### config.mk
export PLATFORM = sky130hd
export DESIGN_NAME = svcn_queue
export DESIGN_NICKNAME = d
export VERILOG_FILES = /design/src/hdl/svcn_pkg.sv /design/src/hdl/svcn_queue.sv
export SDC_FILE = /design/constraint.sdc
export NUM_CORES = 1
export LEC_CHECK = 0
export BUFFER_PORTS_ARGS = -buffer_cell sky130_fd_sc_hd__buf_2
export CELL_PAD_IN_SITES_DETAIL_PLACEMENT = 1
export CELL_PAD_IN_SITES_GLOBAL_PLACEMENT = 1
export CORE_ASPECT_RATIO = 0.8
export CORE_MARGIN = 4
export CORE_UTILIZATION = 29
export CTS_CLUSTER_DIAMETER = 30
export DETAILED_ROUTE_END_ITERATION = 8
export PLACE_DENSITY_LB_ADDON = 0.08
export SLEW_MARGIN = 20
export SYNTH_ARGS = -nofsm -noshare
export SYNTH_HDL_FRONTEND = slang
export SYNTH_SLANG_ARGS = --single-unit
### constraint.sdc
create_clock -name clk -period 13.3 [get_ports clk]
set_input_delay 1.33 -clock clk [delete_from_list [all_inputs] [get_ports clk]]
set_output_delay 1.33 -clock clk [all_outputs]
set_load 0.05 [all_outputs]
### src/hdl/svcn_pkg.sv
// shared types and constants for the sweep vertex collision nudger
package svcn_pkg;

    localparam int MAX_VERTICES_DEF = 64;
    localparam int COORD_W          = 32;
    localparam int TRIG_W           = 16;
    localparam int CFG_W            = 16;
    // full-scale negative axis with both coordinates at the negative limit
    // projects to +2^33, one bit beyond a 34-bit signed field
    localparam int PROJ_W           = 35;
    localparam int OUT_IDX_W        = 6;
    localparam int QUEUE_DEPTH_DEF  = 2;
    localparam int FRAC_SHIFT       = 14;

    // configuration register indexes
    typedef enum logic [1:0] {
        CFG_AXIS_COS = 2'd0,
        CFG_AXIS_SIN = 2'd1,
        CFG_EPSILON  = 2'd2,
        CFG_STEP     = 2'd3
    } cfg_index_t;

    // one classified vertex word passed from front to back
    typedef struct packed {
        logic [COORD_W-1:0] x;
        logic [COORD_W-1:0] y;
        logic [PROJ_W-1:0]  p;
        logic               last;
    } vertex_entry_t;

endpackage

### src/hdl/svcn_queue.sv
// short queue between the front and the back end
module svcn_queue
    import svcn_pkg::*;
#(
    parameter int DEPTH = QUEUE_DEPTH_DEF
)
(
    input  logic          clk,
    input  logic          rst_n,
    input  logic          push,
    input  vertex_entry_t push_data,
    output logic          push_ready,
    input  logic          pop,
    output vertex_entry_t pop_data,
    output logic          pop_valid
);

    localparam int PTR_W = (DEPTH > 1) ? $clog2(DEPTH) : 1;
    localparam int CNT_W = $clog2(DEPTH + 1);

    vertex_entry_t   slot_reg [DEPTH];
    logic [PTR_W-1:0] wr_ptr_reg;
    logic [PTR_W-1:0] rd_ptr_reg;
    logic [CNT_W-1:0] count_reg;

    assign push_ready = (count_reg != CNT_W'(DEPTH));
    assign pop_valid  = (count_reg != '0);
    assign pop_data   = slot_reg[rd_ptr_reg];

    // pointers and fill count
    always_ff @(posedge clk or negedge rst_n)
    begin
        if (!rst_n)
        begin
            wr_ptr_reg <= '0;
            rd_ptr_reg <= '0;
            count_reg  <= '0;
        end
        else
        begin
            if (push)
                wr_ptr_reg <= (wr_ptr_reg == PTR_W'(DEPTH - 1)) ? '0 : wr_ptr_reg + 1'b1;
            if (pop)
                rd_ptr_reg <= (rd_ptr_reg == PTR_W'(DEPTH - 1)) ? '0 : rd_ptr_reg + 1'b1;
            if (push && !pop)
                count_reg <= count_reg + 1'b1;
            else if (pop && !push)
                count_reg <= count_reg - 1'b1;
        end
    end

    // slot storage
    always_ff @(posedge clk)
    begin
        if (push)
            slot_reg[wr_ptr_reg] <= push_data;
    end

endmodule

== Yosys cells after proc, flatten, opt, wreduce, memory -nomap -nowiden ==
Memory sizes are Yosys's and may differ from the RTL's.
Index checks and enable logic that the tools add are counted.
Word-level totals
  bits in writable memories: 200
  input port bits: 104
  register bits after elaboration: 4
  memories kept: 1
Memory list
  slot_reg: depth 2, width 100, read ports 1, clocked after memory_dff 0, write ports 1, line svcn_queue.sv:21  | vertex_entry_t slot_reg [DEPTH];
Cells by class
  multiplexer cells: 6
  reduce and logical (&&, ||, !) cells: 6
  $add $sub $neg: 4
  equal/unequal tests: 1
Operators by type and width (count)
  1-bit 2-to-1 mux: 4
  2-bit 2-to-1 mux: 2
  2-bit nonzero test: 2
  1-bit adder, second input constant: 2
  2-bit by 1-bit adder with 2-bit output, second input constant: 1
  1-bit logical AND: 2
  1-bit zero test: 2
  2-bit inequality test, second input constant: 1
  2-bit by 1-bit subtractor with 2-bit output, second input constant: 1

== Longest topological paths before layout ==
  depth after elaboration: 4
  gate-level depth with buffers: 5
  depth with buffers taken out: 5

== Worst setup path before layout ==
OpenSTA, ideal clock, no wires.
  path kind: input to register
  start: in push
  end: mem slot_reg[0][0] (netlist name), enable pin
  buffers on the path: 0
  setup time: 0.572 ns
  path slack: 7.046 ns
  arrival: 5.682 ns
  cell stages on the path: 1
  cell sequence: nor2b_1
On the way
  cells in the longest elaborated chain, start to end: 2
Ends and longest elaborated chain
  start, declared: line svcn_queue.sv:10  | input logic push,
  1-bit 2-to-1 mux: line svcn_queue.sv:55  | if (push)
  1-bit 2-to-1 mux (implied by the code): line svcn_queue.sv:56  | slot_reg[wr_ptr_reg] <= push_data;
  end, declared: line svcn_queue.sv:21
No other way between the ends.

==> metrics.csv <==
stage,metric,value,unit
sta,slew_headroom,29.5,%
finish,num-nets-final,676,
finish,num_antenna_cells,0,
floorplan,num_rows,53,
worst_hold_path,min_path_type,reg2reg,
route,drtAntennaViolNets,0,
logic_synthesis,ys.flop_type,edfxtp_1,
logic_synthesis,yosys-top-cells-count,"200 x edfxtp_1, 90 x mux2_4, 10 x mux2_2",
clocking,cts_hold_buf,0,
clocking,clkSinkCount,204,
critical_path,critPathArrivalTime,3.27,ns
route,vias,3997,
clocking,cts_resized,0,
finish,largest_register_ffs,200,
logic_synthesis,ys_seq_elements,204,
finish,syn2layout_area_growth,36.3,%
route,drtIter0Drc,170,
critical_path,cp-end-kind,primary output,
logic_synthesis,ys_async_sr_fraction,1.96,%
pwr,p_leak,0.00430,uW
critical_path,cp-start-kind,flip-flop,
placement,portBuffers,205,
outcome,outcome,finished clean,
sta,finalHoldViolCount,0,
floorplan,initial_utilization,29.7,%
clocking,numCtsBuffers,45,
sta,min_period,4.60,ns
clocking,clkTransAtPathRegs,0.04,ns
critical_path,worstPathRequired,11.97,ns
floorplan,core-area,26500,sq um
critical_path,crit_type,reg2out,
logic_synthesis,syn_area,7860,sq um
global_routing,antenna_found_initial,5,
floorplan,die_y,155,microns
finish,num-fill-cells,2609,
sta,fmax,217,MHz
placement,placedCellCount,881,
sta,tightestPinTransition,1.06,ns
route,totalWireLength,17300,microns
sta,grt_setup_unrepaired,no,
sta,fin_crit_sh,34.6,%
logic_synthesis,netlist_top_cells_area,"edfxtp_1 76%, mux2_4 17%, buf_12 2.3%, mux2_2 1.4%, dfrtp_1 1.3%",
logic_synthesis,synth-seq-area-share,77.7,%
sta,skew,0.0145,ns
sta,fin_tns_setup,0,ns
clocking,root_buffer,clkbuf_16,
placement,dp_slack,9.18,ns
clocking,cts_setup_buffers,0,
route,avgRoutedWirePerCell,17.9,microns
logic_synthesis,synth_top_area_share,76.5,%
route,drc,0,
logic_synthesis,synth_edf_count,200,
clocking,cts_tree,built,
global_routing,grt_pass1_vias,4551,
placement,placed_area,9170,sq um
clocking,cts_max_level,2,
clocking,clock_path_buffers,3,
placement,dpl.hpwl,10900,microns
global_routing,grt_usage,11.4,%
floorplan,dieArea,29800,sq um
logic_synthesis,synth.most_common_cell,edfxtp_1,
finish,final_cell_area,10700,sq um
logic_synthesis,ys_warn_count,0,
logic_synthesis,synth.distinct_cells,16,
global_routing,grt.overflow.total,0,
sta,setup_slack,8.70,ns
sta,finalSetupViolations,0,
logic_synthesis,yosysTopAreaCell,edfxtp_1,
route,vias_per_cell,4.14,
critical_path,critPathMaxFanout,55,
logic_synthesis,syn_nets,432,
logic_synthesis,synth_area_per_cell,24.0,sq um
pwr,p_per_area,285,nW/um^2
sta,slew_violations,0,
finish,drive_above_1_share,63.2,%
pwr,ir_worst_vdd,0.000161,V
clocking,clock_latency,0.52,ns
placement,place_congestion,0.653,
flow_run,max_cap_viol_count,0,
logic_synthesis,syn_inst,327,
route,drtPass1Iterations,4,
floorplan,num_io_pins,206,
global_routing,grt_first_pass_wirelength,26200,microns
global_routing,grt_max_degree,72,
floorplan,die_width,192,microns
finish,post_layout_nonfiller_instances,965,
==> through the flow <==
stage          power (uW)  hold WS [ns]  utilization (%)
6_report             3060         0.503             40.5
5_1_grt              3200         0.527             40.5
4_1_cts              3110         0.505             40.5
3_5_place_dp         1990         0.490             34.6
3_3_place_gp         1980         0.479             34.6
2_1_floorplan        1820         0.455                -
==> placed cells by master, fill, tap and decap left out <==
cell type   count
nand2b_1        1
clkinv_2        6
clkinvlp_4      7
ha_1            1
xnor2_1         1
clkinv_1        6
buf_4           3
bufinv_16       7
clkbuf_1        6
buf_2         205
xor2_1          4
inv_1           1
mux2_4         90
dfrtp_4         1
clkbuf_16      45
or2_2           1
edfxtp_1      200
dfrtp_1         3
inv_6           3
nor2b_4         1
nor2_1          1
and2_4          1
clkinv_8        2
clkinv_4        2
mux2_2         10
==> logic make-up (layout without fill, tap and decap cells) <==
logic type	after synthesis	in the layout	synth area share [%]
xor gates and xnor gates	5	5	0.557
adders and majority gates	1	1	0.159
buffers and inverters	12	293	2.55
DFF	204	204	77.7
muxes	100	100	18.6
and+or+nand+nor	5	5	0.367
==> worst paths after layout <==
check	startpoint	to	slack (ns)	cells past startpoint
max	rd_ptr_reg	pop_data[77]	8.70	3
min reg2reg	count_reg[1]	count_reg[1]	0.50	1
max in group asynchronous	rst_n	rd_ptr_reg	12.55	1
min in group asynchronous	rst_n	count_reg[1]	0.61	1
max reg2reg	wr_ptr_reg	slot_reg[0][76]	10.72	2
min	count_reg[1]	count_reg[1]	0.50	1
==> layer usage <==
metal | track usage (%) | vias to the layer above | routed length (microns)
met5 | 0 | - | 54
met4 | 4.31 | 10 | 328
met3 | 5.38 | 37 | 1850
met2 | 17.1 | 171 | 7810
met1 | 14.5 | 1974 | 7230
li1 | - | 1805 | -
==> report_power, final <==
group	switching (uW)	total, uW	internal, uW
logic	697	1020	326
clock network	346	1100	757
registers	72.9	931	858
total	1120	3060	1940
==> area by class of cell <==
cell class / instances / area [sq um] / area share [%]
repair buffers: 208 / 1050 / 9.79
clock inverters: 33 / 392 / 3.66
multi-input cells: 111 / 1560 / 14.6
well taps: 357 / 447 / 4.17
clock buffers: 51 / 1150 / 10.7
inverters: 1 / 3.75 / 0.0351
flip-flops and latches: 204 / 6110 / 57.1
==> worst max-delay path: stages, from the launching register on <==
cell and delay (ns):
dfrtp_4 0.99, buf_4 0.92, mux2_2 0.43, buf_2 0.21
Power figures use the tool's default switching activity.
