`src/hdl/svcn_pkg.sv`:
```
// shared types and constants for the sweep vertex collision nudger
package svcn_pkg;

    localparam int MAX_VERTICES_DEF = 64;
    localparam int COORD_W          = 32;
    localparam int TRIG_W           = 16;
    localparam int CFG_W            = 16;
    // full-scale negative axis with both coordinates at the negative limit
    // projects to +2^33, one bit beyond a 34-bit signed field
    localparam int PROJ_W           = 35;
    localparam int OUT_IDX_W        = 6;
    localparam int QUEUE_DEPTH_DEF  = 2;
    localparam int FRAC_SHIFT       = 14;

    // configuration register indexes
    typedef enum logic [1:0] {
        CFG_AXIS_COS = 2'd0,
        CFG_AXIS_SIN = 2'd1,
        CFG_EPSILON  = 2'd2,
        CFG_STEP     = 2'd3
    } cfg_index_t;

    // one classified vertex word passed from front to back
    typedef struct packed {
        logic [COORD_W-1:0] x;
        logic [COORD_W-1:0] y;
        logic [PROJ_W-1:0]  p;
        logic               last;
    } vertex_entry_t;

endpackage

```
`src/hdl/svcn_front.sv`:
```
// front end: accepts vertex words and computes the axis projection
module svcn_front
    import svcn_pkg::*;
(
    input  logic                     clk,
    input  logic                     rst_n,
    input  logic                     in_valid,
    output logic                     in_stall,
    input  logic signed [COORD_W-1:0] vertex_x,
    input  logic signed [COORD_W-1:0] vertex_y,
    input  logic                     last_vertex,
    input  logic signed [TRIG_W-1:0] axis_cos,
    input  logic signed [TRIG_W-1:0] axis_sin,
    output logic                     push,
    output vertex_entry_t            push_data,
    input  logic                     push_ready
);

    localparam int PRODUCT_W = COORD_W + TRIG_W;

    logic                        s1_valid_reg;
    logic signed [COORD_W-1:0]   s1_x_reg;
    logic signed [COORD_W-1:0]   s1_y_reg;
    logic                        s1_last_reg;
    logic                        s2_valid_reg;
    logic signed [COORD_W-1:0]   s2_x_reg;
    logic signed [COORD_W-1:0]   s2_y_reg;
    logic                        s2_last_reg;
    logic signed [PRODUCT_W-1:0] s2_px_reg;
    logic signed [PRODUCT_W-1:0] s2_py_reg;
    logic signed [PRODUCT_W:0]   proj_sum;
    logic signed [PRODUCT_W:0]   proj_shift;
    logic                        accept;

    // one word in flight at a time
    assign in_stall = s1_valid_reg | s2_valid_reg | ~push_ready;
    assign accept   = in_valid & ~in_stall;

    // projection sum with floor shift
    assign proj_sum   = (PRODUCT_W+1)'(s2_px_reg) + (PRODUCT_W+1)'(s2_py_reg);
    assign proj_shift = proj_sum >>> FRAC_SHIFT;

    assign push             = s2_valid_reg & push_ready;
    assign push_data.x      = s2_x_reg;
    assign push_data.y      = s2_y_reg;
    assign push_data.p      = proj_shift[PROJ_W-1:0];
    assign push_data.last   = s2_last_reg;

    // stage valid flags
    always_ff @(posedge clk or negedge rst_n)
    begin
        if (!rst_n)
        begin
            s1_valid_reg <= 1'b0;
            s2_valid_reg <= 1'b0;
        end
        else
        begin
            s1_valid_reg <= accept;
            if (s1_valid_reg)
                s2_valid_reg <= 1'b1;
            else if (push)
                s2_valid_reg <= 1'b0;
        end
    end

    // input capture and products
    always_ff @(posedge clk)
    begin
        if (accept)
        begin
            s1_x_reg    <= vertex_x;
            s1_y_reg    <= vertex_y;
            s1_last_reg <= last_vertex;
        end
        if (s1_valid_reg)
        begin
            s2_x_reg    <= s1_x_reg;
            s2_y_reg    <= s1_y_reg;
            s2_last_reg <= s1_last_reg;
            s2_px_reg   <= s1_x_reg * axis_cos;
            s2_py_reg   <= s1_y_reg * axis_sin;
        end
    end

endmodule

```
`config.mk`:
```
export PLATFORM = sky130hd
export DESIGN_NAME = svcn_front
export DESIGN_NICKNAME = d
export VERILOG_FILES = /design/src/hdl/svcn_pkg.sv /design/src/hdl/svcn_front.sv
export SDC_FILE = /design/constraint.sdc
export NUM_CORES = 2
export LEC_CHECK = 0
export ABC_AREA = 1
export BUFFER_PORTS_ARGS = -buffer_cell sky130_fd_sc_hd__buf_2
export CAP_MARGIN = 20
export CORE_MARGIN = 4
export CORE_UTILIZATION = 45
export CTS_BUF_LIST = sky130_fd_sc_hd__clkbuf_8
export CTS_CLUSTER_DIAMETER = 60
export DETAILED_ROUTE_END_ITERATION = 10
export SYNTH_ARGS = -nofsm -noshare
export SYNTH_HDL_FRONTEND = slang
export SYNTH_SLANG_ARGS = --single-unit
export TNS_END_PERCENT = 1
```
`constraint.sdc`:
```
create_clock -name clk -period 5.43 [get_ports clk]
set_input_delay 1.3575 -clock clk [delete_from_list [all_inputs] [get_ports clk]]
set_output_delay 1.3575 -clock clk [all_outputs]
set_load 0.005 [all_outputs]
```
; Word-level counts from Yosys, hierarchy flattened
; Index checks and enable logic that the tools add are counted.
; W data, S select, Z words.
[totals]
regBits = 228
inputBits = 101
out_inout_bits = 102
wordCells = 22
[classes]
addsub = 1
multipliers = 2
mux = 2
bitwise_logic = 6
n_reduce_logical = 1
[op_table]
columns = cell, n
row1 = $mul A32 B16 Y48, 2
row2 = $add A48 B48 Y49, 1
row3 = $and A1 B1 Y1, 2
row4 = $mux W1, 2
row5 = $not A1 Y1, 2
row6 = $or A1 B1 Y1, 2
row7 = $reduce_bool A2 Y1, 1

; Logic depth before layout (Yosys ltp)
[logic_depth]
ltp_word = 4
depth_mapped = 29
mapped_depth_nobuf = 27

; Worst setup path after synthesis
; OpenSTA, ideal clock, no wires.
[synth_path]
path_type = input-to-reg
from = input port axis_cos[4]
to = register s2_px_reg[45], data pin
setup_ps = 254
arrival_ps = 6238
t_required_ps = 5176
path_slack_ps = -1062
stages = 21
path_buffers = 1
path_cell_list = clkbuf_1 nand2_1 fa_1 inv_1 fa_1 fa_1 fa_1 inv_1 fa_1 inv_1 fa_1 ha_1 nand2_1 inv_1 nand2_1 nor3_1 nand2_1 nor2_1 nand2_1 nand4_1 nand2_1
[synth_between]
elab_chain_len = 1
[synth_rtl]
columns = item, line_no
row1 = "start, declared", svcn_front.sv:12  ; input logic signed [TRIG_W-1:0] axis_cos,
row2 = $mul A32 B16 Y48, svcn_front.sv:81  ; s2_px_reg <= s1_x_reg * axis_cos;
row3 = "end signal, assigned", svcn_front.sv:81
row4 = "end, declared", svcn_front.sv:29  ; logic signed [PRODUCT_W-1:0] s2_px_reg;
; No other way between the ends.
; A chain may end at the register's enable or synchronous reset.

; Final worst setup path
[layout_path]
from = input port axis_sin[7]
to = register s2_py_reg[45], data pin
[layout_between]
elab_chain_len = 1
[layout_rtl]
columns = item, line_no
row1 = "start, declared", svcn_front.sv:13  ; input logic signed [TRIG_W-1:0] axis_sin,
row2 = $mul A32 B16 Y48, svcn_front.sv:82  ; s2_py_reg <= s1_y_reg * axis_sin;
row3 = "end signal, assigned", svcn_front.sv:82
row4 = "end, declared", svcn_front.sv:30  ; logic signed [PRODUCT_W-1:0] s2_py_reg;
; No other way between the ends.

==> metrics.md <==
| Metric | Value |
|---|---|
| Largest net degree at the start of global routing | `129` |
| Hold WC Path Type | `reg -> reg` |
| CP startpoint kind | `input port` |
| Max Cap Viol | `0` |
| Share of the synthesized area in the top cell type | `38.95%` |
| Number of cell rows | `121` |
| Slew Viols, Final | `0` |
| Top Metal Used | `met4` |
| Mapped Cells | `6545` |
| Vias in the first global route | `43430` |
| Hold Fails Final Rpt | `0` |
| CTS tree | `built` |
| Crit path from | `axis_sin[7]` |
| Worst path setup slack after routing | `-0.5378 ns` |
| Slew @ Worst Pin | `0.8999 ns` |
| HPWL Detailed | `122900 um` |
| Die X-Extent | `341.2 um` |
| Root Buffer | `clkbuf_8` |
| Detailed-route via count | `41240` |
| Max-slew headroom | `40.00%` |
| Detailed route wirelength on metal3 | `8549 um` |
| DRT iter0 DRCs | `2532` |
| Sequential fraction of the synthesis area | `13.69%` |
| Worst Min Path Start | `s1_last_reg` |
| Crit path capture type | `flop` |
| Worst Path Required | `5.90 ns` |
| Crit Path Max Fanout | `5` |
| Worst-Skew Late Latency | `0.74 ns` |
| R2r setup slk | `-0.41 ns` |
| Clk buf depth | `3` |
| M1 WL | `63800 um` |
| Clk sinks | `228` |
| Dominant cell type by area after synthesis | `fa_1` |
| Avg WL per Cell | `16.47 um` |
| Flops & latches, synth | `228` |
| Syn_nets | `7893` |
| RSZ-0062 raised after global routing | `yes` |
| Outcome | `finished, violations left` |
| First-pass GRT wire length | `232300 um` |
| Min Tclk post-route | `5.968 ns` |
| Port Buffers | `202` |
| Reg2reg start | `s1_y_reg[31]` |
| Clock Pin Slew Worst Setup and Hold Paths | `0.06 ns` |
| Post-route ant nets | `0` |
| Clock skew | `0.06005 ns` |
| Area grow syn2layout | `20.78%` |
| Layout cell share with drive strength beyond 1 | `17.44%` |
| Placer Congestion | `0.9565` |
| Max Clk Rate | `167.6 MHz` |
| Crit Path Category | `in -> reg` |
| Die Ht | `341.2 um` |
| Synthesized area per cell | `7.632 um^2` |
| Reg-to-reg endpoint | `s2_py_reg[45]` |
| Worst R2R Path Depth | `22` |
| Initial antenna violation count | `0` |
| WHS Endpoint | `s2_last_reg` |
| Post-Route WL | `143500 um` |
| Clock buffer count from CTS | `50` |
| Yosys warnings | `0` |
| Fin crit share | `109.9%` |
| Utilization after layout | `55.12%` |
| Starting Density | `45.64%` |
| H-tree depth | `2` |
| Synth top area cells | `fa_1 39%, nand2_1 15%, inv_1 15%` |
| I/O Pins | `203` |
| Antenna cells | `0` |
| Violated checks | `negative setup slack` |
| Nets | `8547` |
| Hold path cells | `0` |
| Global-route usage over all layers | `25.30%` |
| Arrival time of the worst setup path | `6.44 ns` |
| Met2 wire len | `66550 um` |
| Via-per-instance ratio | `4.732` |
| Final Setup Violations | `72` |
| 1st-pass router iterations | `5` |
| Post-CTS Hold Buffers | `0` |
| Core ar. | `0.1095 mm^2` |
| DRC | `0` |
| Synth unique cells | `34` |
| Die area | `0.1164 mm^2` |
| Overflow after GRT | `0` |
| Mapped Area | `0.04995 mm^2` |
-- logic make-up (layout without fill, tap and decap cells) --
logic type / Yosys count / in the layout / synth area share (%)
AO/OA/AOI/OAI: 190 / 190 / 2.024
flip-flops: 228 / 228 / 13.69
XOR/XNOR: 76 / 76 / 1.333
AND/OR/NAND/NOR: 2566 / 2566 / 20.29
adder cells (fa/ha/maj): 1247 / 1247 / 45.84
buffers and inverters: 2238 / 2931 / 16.82
-- Yosys cell counts, drive strengths merged --
library cell,n
xor2,47
or2,12
o21bai,11
o21a,2
nand3b,4
xnor2,29
a21o,3
dfrtp,2
nand3,138
nand2,2033
nand4,43
and3,5
clkinv,1
ha,275
and2,4
o21ai,40
nor3,24
buf,1
a21oi,132
a21boi,2
fa,972
nor2,303
inv,2026
edfxtp,226
clkbuf,210
-- per-layer routing --
layer	track usage, %	up-vias
li1	-	19780
met4	6.992	0
met3	3.809	236
met2	41.57	1112
met1	35.09	20110
met5	0	-
-- repair_timing --
action,in CTS,in global routing
pin swaps,69,47
resized for setup,247,99
gates cloned,1,2
setup endpoints to repair,76,78
setup buffers,22,18
-- cell type report --
class	count	area [um^2]
clock inverters	41	371.6
inverters	2027	7611
well taps	1476	1847
flip-flops and latches	228	6840
fillers	10370	49130
clock buffers	50	688.2
multi-input cells	4079	36260
repair buffers	813	6716
-- worst max-delay path: stages --
cell	delay, ns
buf_12	0.11
buf_12	0.14
buf_8	0.12
nand2_4	0.06
inv_4	0.04
fa_1	0.53
inv_2	0.07
buf_12	0.13
fa_2	0.48
fa_1	0.54
inv_2	0.04
fa_1	0.52
inv_2	0.05
fa_1	0.55
inv_2	0.04
fa_1	0.50
ha_4	0.32
nand2_2	0.08
inv_2	0.06
nand2_1	0.07
nor3_2	0.20
nand2_1	0.09
nor2_1	0.09
nand2_1	0.08
nand4_1	0.10
nand2_1	0.07
-- cells in the final DEF (no fill, tap or decap), types with 5 or more instances in the layout --
cell type and n:
inv_1 1998, nand2_1 1960, fa_1 946, buf_4 530
edfxtp_1 226, nor2_1 224, ha_1 216, buf_2 181
nand3_1 125, a21oi_1 90, nor2_2 71, buf_12 70
nand2_2 67, ha_4 55, clkbuf_8 50, nand4_1 43
xor2_1 42, inv_2 41, a21oi_2 40, o21ai_0 33
xnor2_1 27, fa_2 26, buf_6 20, nor3_2 15
nand3_2 12, or2_2 11, clkinv_1 11, nor2_4 8
buf_8 8, nand2_4 6, o21ai_1 6, o21bai_1 6
bufinv_16 6, nor3_1 5
-- worst max path at each step --
stage,slack (ns),to
2_1_floorplan,-0.66,s2_px_reg[45]
3_3_place_gp,-1.56,s2_px_reg[47]
3_5_place_dp,-1.56,s2_py_reg[44]
4_1_cts,-0.39,s2_py_reg[47]
5_1_grt,-0.69,s2_py_reg[46]
6_report,-0.54,s2_py_reg[45]
-- through the flow --
stage | worst slack (ns) | setup TNS (ns) | instance area (um^2) | hold WS (ns) | cells
final | -0.5378 | -26.46 | 60330 | 0.4248 | 8714
after floorplan | -0.6645 | -78.56 | 50390 | 0.4003 | 6545
after detailed placement | -1.565 | -106.99 | 57480 | 0.4118 | 8581
after global routing | -0.6935 | -38.85 | 60330 | 0.3827 | 8714
after global placement | -1.560 | -105.13 | 57480 | 0.4060 | 8581
after CTS | -0.3929 | -19.92 | 59810 | 0.3580 | 8694
Power is left out: the tool's default activity adds up to more than one toggle a clock period on the data nets, which glitch-free logic cannot reach.
